===== src/hdl/brtr_pkg.sv =====
// Types, sizes and codes of the remote terminal responder.
// Depends on nothing; the design files and the checker refer to it by scoped names.
`timescale 1ns / 1ps

package brtr_pkg;

   localparam int SLOT_COUNT        = 8;
   localparam int SUBADDR_COUNT     = 32;
   localparam int WORDS_PER_SUBADDR = 32;

   localparam int SLOT_W      = (SLOT_COUNT > 1) ? $clog2(SLOT_COUNT) : 1;
   localparam int SA_W        = $clog2(SUBADDR_COUNT);
   localparam int WORD_W      = $clog2(WORDS_PER_SUBADDR);
   localparam int STORE_AW    = SLOT_W + SA_W + WORD_W;
   localparam int STORE_DEPTH = SLOT_COUNT * SUBADDR_COUNT * WORDS_PER_SUBADDR;
   localparam int COUNT_W     = $clog2(SLOT_COUNT + 1);
   localparam int FAULT_W     = 11;

   localparam logic [4:0] MAX_ADDR   = 5'd30;
   localparam logic [4:0] MODE_SA_LO = 5'd0;
   localparam logic [4:0] MODE_SA_HI = 5'd31;

   // Operation codes.
   localparam logic [2:0] OP_COMMAND = 3'd0;
   localparam logic [2:0] OP_EMULATE = 3'd1;
   localparam logic [2:0] OP_LOAD    = 3'd2;
   localparam logic [2:0] OP_FAULT   = 3'd3;
   localparam logic [2:0] OP_STOP    = 3'd4;
   localparam logic [2:0] OP_HALT    = 3'd5;

   // Result kinds.
   localparam logic [1:0] KIND_STATUS = 2'd0;
   localparam logic [1:0] KIND_DATA   = 2'd1;
   localparam logic [1:0] KIND_ACK    = 2'd2;

   // Result codes.
   localparam logic [1:0] CODE_OK       = 2'd0;
   localparam logic [1:0] CODE_BAD_ADDR = 2'd1;
   localparam logic [1:0] CODE_NO_SLOT  = 2'd2;
   localparam logic [1:0] CODE_INACTIVE = 2'd3;

   typedef struct packed {
      logic [2:0]  op;
      logic [4:0]  rt_address;
      logic [4:0]  subaddress;
      logic [4:0]  word_count;
      logic        transmit;
      logic        bus_channel;
      logic [2:0]  slot_index;
      logic [4:0]  word_index;
      logic [15:0] value;
   } req_type;

   typedef struct packed {
      logic [1:0]  kind;
      logic [15:0] word;
      logic        channel;
      logic [1:0]  code;
      logic [3:0]  active_count;
      logic        last;
   } rsp_type;

   // Update of the slot table.
   typedef struct packed {
      logic               claim;
      logic               set_fault;
      logic               clear_all;
      logic [SLOT_W-1:0]  slot;
      logic [4:0]         address;
      logic [FAULT_W-1:0] fault;
   } slot_upd_type;

   // Address lookup and free slot search.
   typedef struct packed {
      logic               hit;
      logic [SLOT_W-1:0]  slot;
      logic [FAULT_W-1:0] fault;
      logic               free_hit;
      logic [SLOT_W-1:0]  free_slot;
   } slot_find_type;

endpackage


===== src/hdl/brtr_slots.sv =====
// Slot table: active flags, emulated addresses and fault masks.
// Depends on brtr_pkg for the slot count and the update and lookup structs.
`timescale 1ns / 1ps

module brtr_slots (
   input  logic                               clock,
   input  logic                               reset,
   input  logic [4:0]                         find_address,
   input  brtr_pkg::slot_upd_type             upd,
   output brtr_pkg::slot_find_type            find,
   output logic [brtr_pkg::SLOT_COUNT-1:0]    active,
   output logic [brtr_pkg::COUNT_W-1:0]       active_count
);

   logic [brtr_pkg::SLOT_COUNT-1:0] active_ff;
   logic [4:0]                      addr_ff  [brtr_pkg::SLOT_COUNT];
   logic [brtr_pkg::FAULT_W-1:0]    fault_ff [brtr_pkg::SLOT_COUNT];

   // Lookup and free search; scanning downward leaves the lowest slot.
   always_comb begin
      find = '0;
      for (int i = brtr_pkg::SLOT_COUNT - 1; i >= 0; i--) begin
         if (active_ff[i] && addr_ff[i] == find_address) begin
            find.hit  = 1'b1;
            find.slot = brtr_pkg::SLOT_W'(i);
         end
         if (!active_ff[i]) begin
            find.free_hit  = 1'b1;
            find.free_slot = brtr_pkg::SLOT_W'(i);
         end
      end
      find.fault = fault_ff[find.slot];
   end

   // Count of active slots.
   always_comb begin
      active_count = '0;
      for (int i = 0; i < brtr_pkg::SLOT_COUNT; i++) begin
         active_count = active_count + brtr_pkg::COUNT_W'(active_ff[i]);
      end
   end

   assign active = active_ff;

   // Active flags.
   always_ff @(posedge clock) begin
      if (reset) begin
         active_ff <= '0;
      end else if (upd.clear_all) begin
         active_ff <= '0;
      end else if (upd.claim) begin
         active_ff[upd.slot] <= 1'b1;
      end
   end

   // Addresses and fault masks.
   always_ff @(posedge clock) begin
      if (upd.claim) begin
         addr_ff[upd.slot]  <= upd.address;
         fault_ff[upd.slot] <= '0;
      end else if (upd.set_fault) begin
         fault_ff[upd.slot] <= upd.fault;
      end
   end

endmodule


===== config.mk =====
export PLATFORM = sky130hd
export DESIGN_NAME = brtr_slots
export DESIGN_NICKNAME = d
export VERILOG_FILES = /design/src/hdl/brtr_pkg.sv /design/src/hdl/brtr_slots.sv
export SDC_FILE = /design/constraint.sdc
export NUM_CORES = 1
export LEC_CHECK = 0
export BUFFER_PORTS_ARGS = -buffer_cell sky130_fd_sc_hd__buf_2
export CORE_MARGIN = 4
export CORE_UTILIZATION = 54
export DETAILED_ROUTE_END_ITERATION = 12
export PLACE_DENSITY = 0.73
export SLEW_MARGIN = 20
export SYNTH_ARGS = -nofsm -noshare
export SYNTH_HDL_FRONTEND = slang
export SYNTH_SLANG_ARGS = --single-unit
export TNS_END_PERCENT = 1

===== constraint.sdc =====
create_clock -name clock -period 4 [get_ports clock]
set_input_delay 0.4 -clock clock [delete_from_list [all_inputs] [get_ports clock]]
set_output_delay 0.4 -clock clock [all_outputs]
set_load 0.01 [all_outputs]

==> summary.txt <==
Drt
  – DRT Wirelength: 11.4 mm
  – Vias: 3076
  – Detailed-route DRC error count: 0
  – Antenna-violating nets left: 0
  – DR WL/cell: 20.7 um
  – First drt pass iteration count: 4
  – Via density: 5.57
  – Initial DRC count: 177

Cells and area
  – Area of the multi-input gates: 0.00173 sq mm
  – Ant. Diodes: 0
  – Final-stage net count: 439
  – Share of layout cells above drive strength 1: 29.3%
  – Flip-flop and latch area: 0.00400 sq mm
  – Number of fill cells: 725
  – Area Growth Syn to Fin: 17.7%

Critical path
  – Crit path max-delay family: multiplexers
  – Worst R2R Path Depth: 1
  – Worst path required time: 3.60 ns
  – CP max stage delay: 0.63 ns
  – Worst path bufs/invs: 2
  – Crit path DAT: 3.37 ns
  – Crit path max fanout: 23
  – CP endpoint kind: output port
  – Setup CP Type: flip-flop to output port
  – Worst reg-to-reg setup slack: 3.25 ns
  – Startpoint Class: flip-flop
  – Worst R2R End: active[1]$_SDFFE_PP0P_
  – CP max stage cell: mux4_1
  – Reg2reg start: active[1]$_SDFFE_PP0P_
  – CP Cell Sequence: xor2_1 > nor4_2 > and3_1 > nor2_1 > a211oi_4 > buf_12 > mux4_1 > mux2_2 > buf_2

Yosys
  – Top FF cell, synth: edfxtp_1
  – Yosys cell types: 39
  – Top cells by count, synth: edfxtp_1, xor2_1, mux4_1
  – Post-synthesis register bit count: 136
  – Mean Syn Cell Area: 17.8 sq um
  – Syn Inst Count: 329
  – Synth Cell Area: 0.00584 sq mm
  – Post-synth top area share: 65.8%
  – Area contributors post-synth: edfxtp_1, mux4_1, xor2_1
  – Post-synthesis sequential area ratio: 68.5%
  – Ys Warns: 0
  – Mapped Nets: 365
  – Synth area leader: edfxtp_1
  – Synth async-reset ratio: 0%
  – Post-synth EDFFs: 128
  – Top-count cell post-synth: edfxtp_1

Pwr
  – Combinational power share: 4.5%
  – Pint: 2.50 mW
  – Sequential power share: 50.4%
  – Power per Cell Area: 469 mW/mm^2
  – Clock power frac: 45.1%
  – Pleak: 2.25 nW
  – Net Sw Power: 0.724 mW
  – Peak VDD IR: 0.368 mV
  – Sw frac: 22.4%

Global route
  – First-pass GRT wire length: 18.2 mm
  – Vias in the first global route: 3197
  – All-Layer GR Usage: 19.6%
  – Largest net degree at the start of global routing: 24
  – Total gr overflow: 0
  – Initial antenna violation count: 0

Clock tree
  – Clock Latency Late Sink: 0.52 ns
  – Postcts setup bufs: 0
  – Root buffer cell: clkbuf_8
  – Num CTS Buffers: 17
  – Clock transition at the registers of the reported paths: 0.06 ns
  – Hold Buf Count CTS: 0
  – CTS tree: built
  – Clock Tree Buf Depth: 2
  – Post-CTS resize count: 0
  – Clock sink count: 136
  – H-tree depth: 4

STA
  – Setup Viol. Count Final: 0
  – Sum Neg Setup Slack: 0 ns
  – Final period util: 94.1%
  – Worst path setup slack after routing: 0.234 ns
  – Slew headroom: 35.7%
  – F_max: 0.266 GHz
  – Setup Skew: 0 ns
  – Unrepaired setup endpoints after global routing: no
  – Max Slew Vio Count: 0
  – Final hold violations: 0
  – Slew at the pin closest to its max-slew limit: 0.957 ns
  – Tmin final: 3.77 ns

Placement
  – Dpl ws: 0.521 ns
  – Placer Congestion: 0.857
  – IO buf count: 59
  – Post-DP HPWL: 7.45 mm

Hold path
  – Hold path depth: 1
  – Hold EP: addr_ff[3][4]$_DFFE_PP_
  – HP Class: input pin to flip-flop
  – Worst Hold Launch: upd[15]

Floorplanning
  – I/O Pins: 60
  – Die span in x: 112 um
  – Cell Rows: 37
  – Starting Density: 56.1%
  – Core area: 0.0104 sq mm
  – Die footprint: 0.0126 sq mm
  – Die height: 112 um

Run
  – Max cap viols: 0

Status
  – Status: completed
registers in the layout (all words and copies together), names as in the netlist:
| register | count |
|---|---|
| active | 8 |
| addr_ff | 40 |
| fault_ff | 88 |
layer usage:
metal | track usage (%) | up-vias | wire length [um]
met5 | 0 | - | 0
met4 | 6.17 | 0 | 160
met3 | 5.93 | 15 | 761
met2 | 30.3 | 126 | 5590
met1 | 27.2 | 1504 | 4930
li1 | - | 1431 | -
stage by stage:
| step | utilization [%] | power, mW | std cells | hold slack, ns | instance area (sq um) |
|---|---|---|---|---|---|
| 4_1_cts | 65.9 | 3.24 | 552 | 0.153 | 6860 |
| 3_5_place_dp | 60.5 | 1.80 | 520 | 0.575 | 6300 |
| 6_report | 66.0 | 3.23 | 552 | 0.171 | 6880 |
| 3_3_place_gp | 60.5 | 1.79 | 520 | 0.558 | 6300 |
| 5_1_grt | 66.0 | 3.33 | 552 | 0.171 | 6880 |
| 2_1_floorplan | - | 1.74 | 329 | 0.499 | 5840 |
cell usage in the layout, fill, tap and decap left out, types with 2 or more instances in the layout:
master | Yosys | routed
a21oi_1 | 2 | 2
and2_1 | 11 | 11
and3_1 | 7 | 7
buf_2 | 4 | 59
buf_4 | 3 | 7
clkbuf_16 | 0 | 16
clkinv_4 | 0 | 3
clkinvlp_4 | 0 | 5
dfxtp_1 | 8 | 8
edfxtp_1 | 128 | 128
fa_1 | 4 | 4
ha_1 | 3 | 3
inv_1 | 11 | 11
inv_6 | 0 | 4
mux2_2 | 11 | 11
mux4_1 | 19 | 19
mux4_2 | 3 | 3
nand2_1 | 6 | 6
nand2b_1 | 3 | 3
nand3_1 | 4 | 4
nand4_1 | 2 | 2
nor2_1 | 15 | 13
nor2_2 | 0 | 2
nor2b_1 | 3 | 3
nor3_1 | 5 | 4
nor3_4 | 1 | 2
nor4_1 | 8 | 7
nor4_2 | 1 | 2
o21a_1 | 8 | 8
o21ai_0 | 3 | 3
xnor2_1 | 12 | 12
xor2_1 | 29 | 29
power by group through the flow:
stage | Clock, mW | Sequential, mW | Combinational, mW
global placement | 0 | 1.65 | 0.141
CTS | 1.46 | 1.63 | 0.145
finish | 1.46 | 1.63 | 0.146
floorplan | 0 | 1.65 | 0.0894
detailed placement | 0 | 1.66 | 0.144
global route | 1.54 | 1.63 | 0.161
cell type report:
| type | count | share of cell area, % |
|---|---|---|
| Sequential cell | 136 | 58.2 |
| Multi-Input combinational cell | 169 | 25.2 |
| Clock buffer | 18 | 6.08 |
| Timing Repair Buffer | 67 | 5.35 |
| Tap cell | 136 | 2.47 |
| Clock inverter | 14 | 2.04 |
| Inverter | 12 | 0.655 |
how the worst max path moves through the flow:
stage / to / slack [ns] / cells after the start / start
floorplan: active_count[2] / 0.90 / 9 / active[0]$_SDFFE_PP0P_
global placement: find[6] / 0.63 / 10 / find_address[4]
finish: find[7] / 0.23 / 9 / addr_ff[2][4]$_DFFE_PP_
CTS: find[7] / 0.15 / 9 / addr_ff[2][4]$_DFFE_PP_
detailed placement: find[9] / 0.52 / 10 / find_address[4]
global route: active_count[1] / 0.04 / 10 / active[1]$_SDFFE_PP0P_
kinds of logic after synthesis:
logic type | synth area share [%]
AND/OR/NAND/NOR | 6.51
buffers and inverters | 2.33
adder cells (fa/ha/maj) | 2.01
flip-flops | 68.5
multiplexers | 11.8
AO/OA/AOI/OAI | 2.68
XOR/XNOR | 6.14
Note: power is estimated with default switching activity, not from simulation.
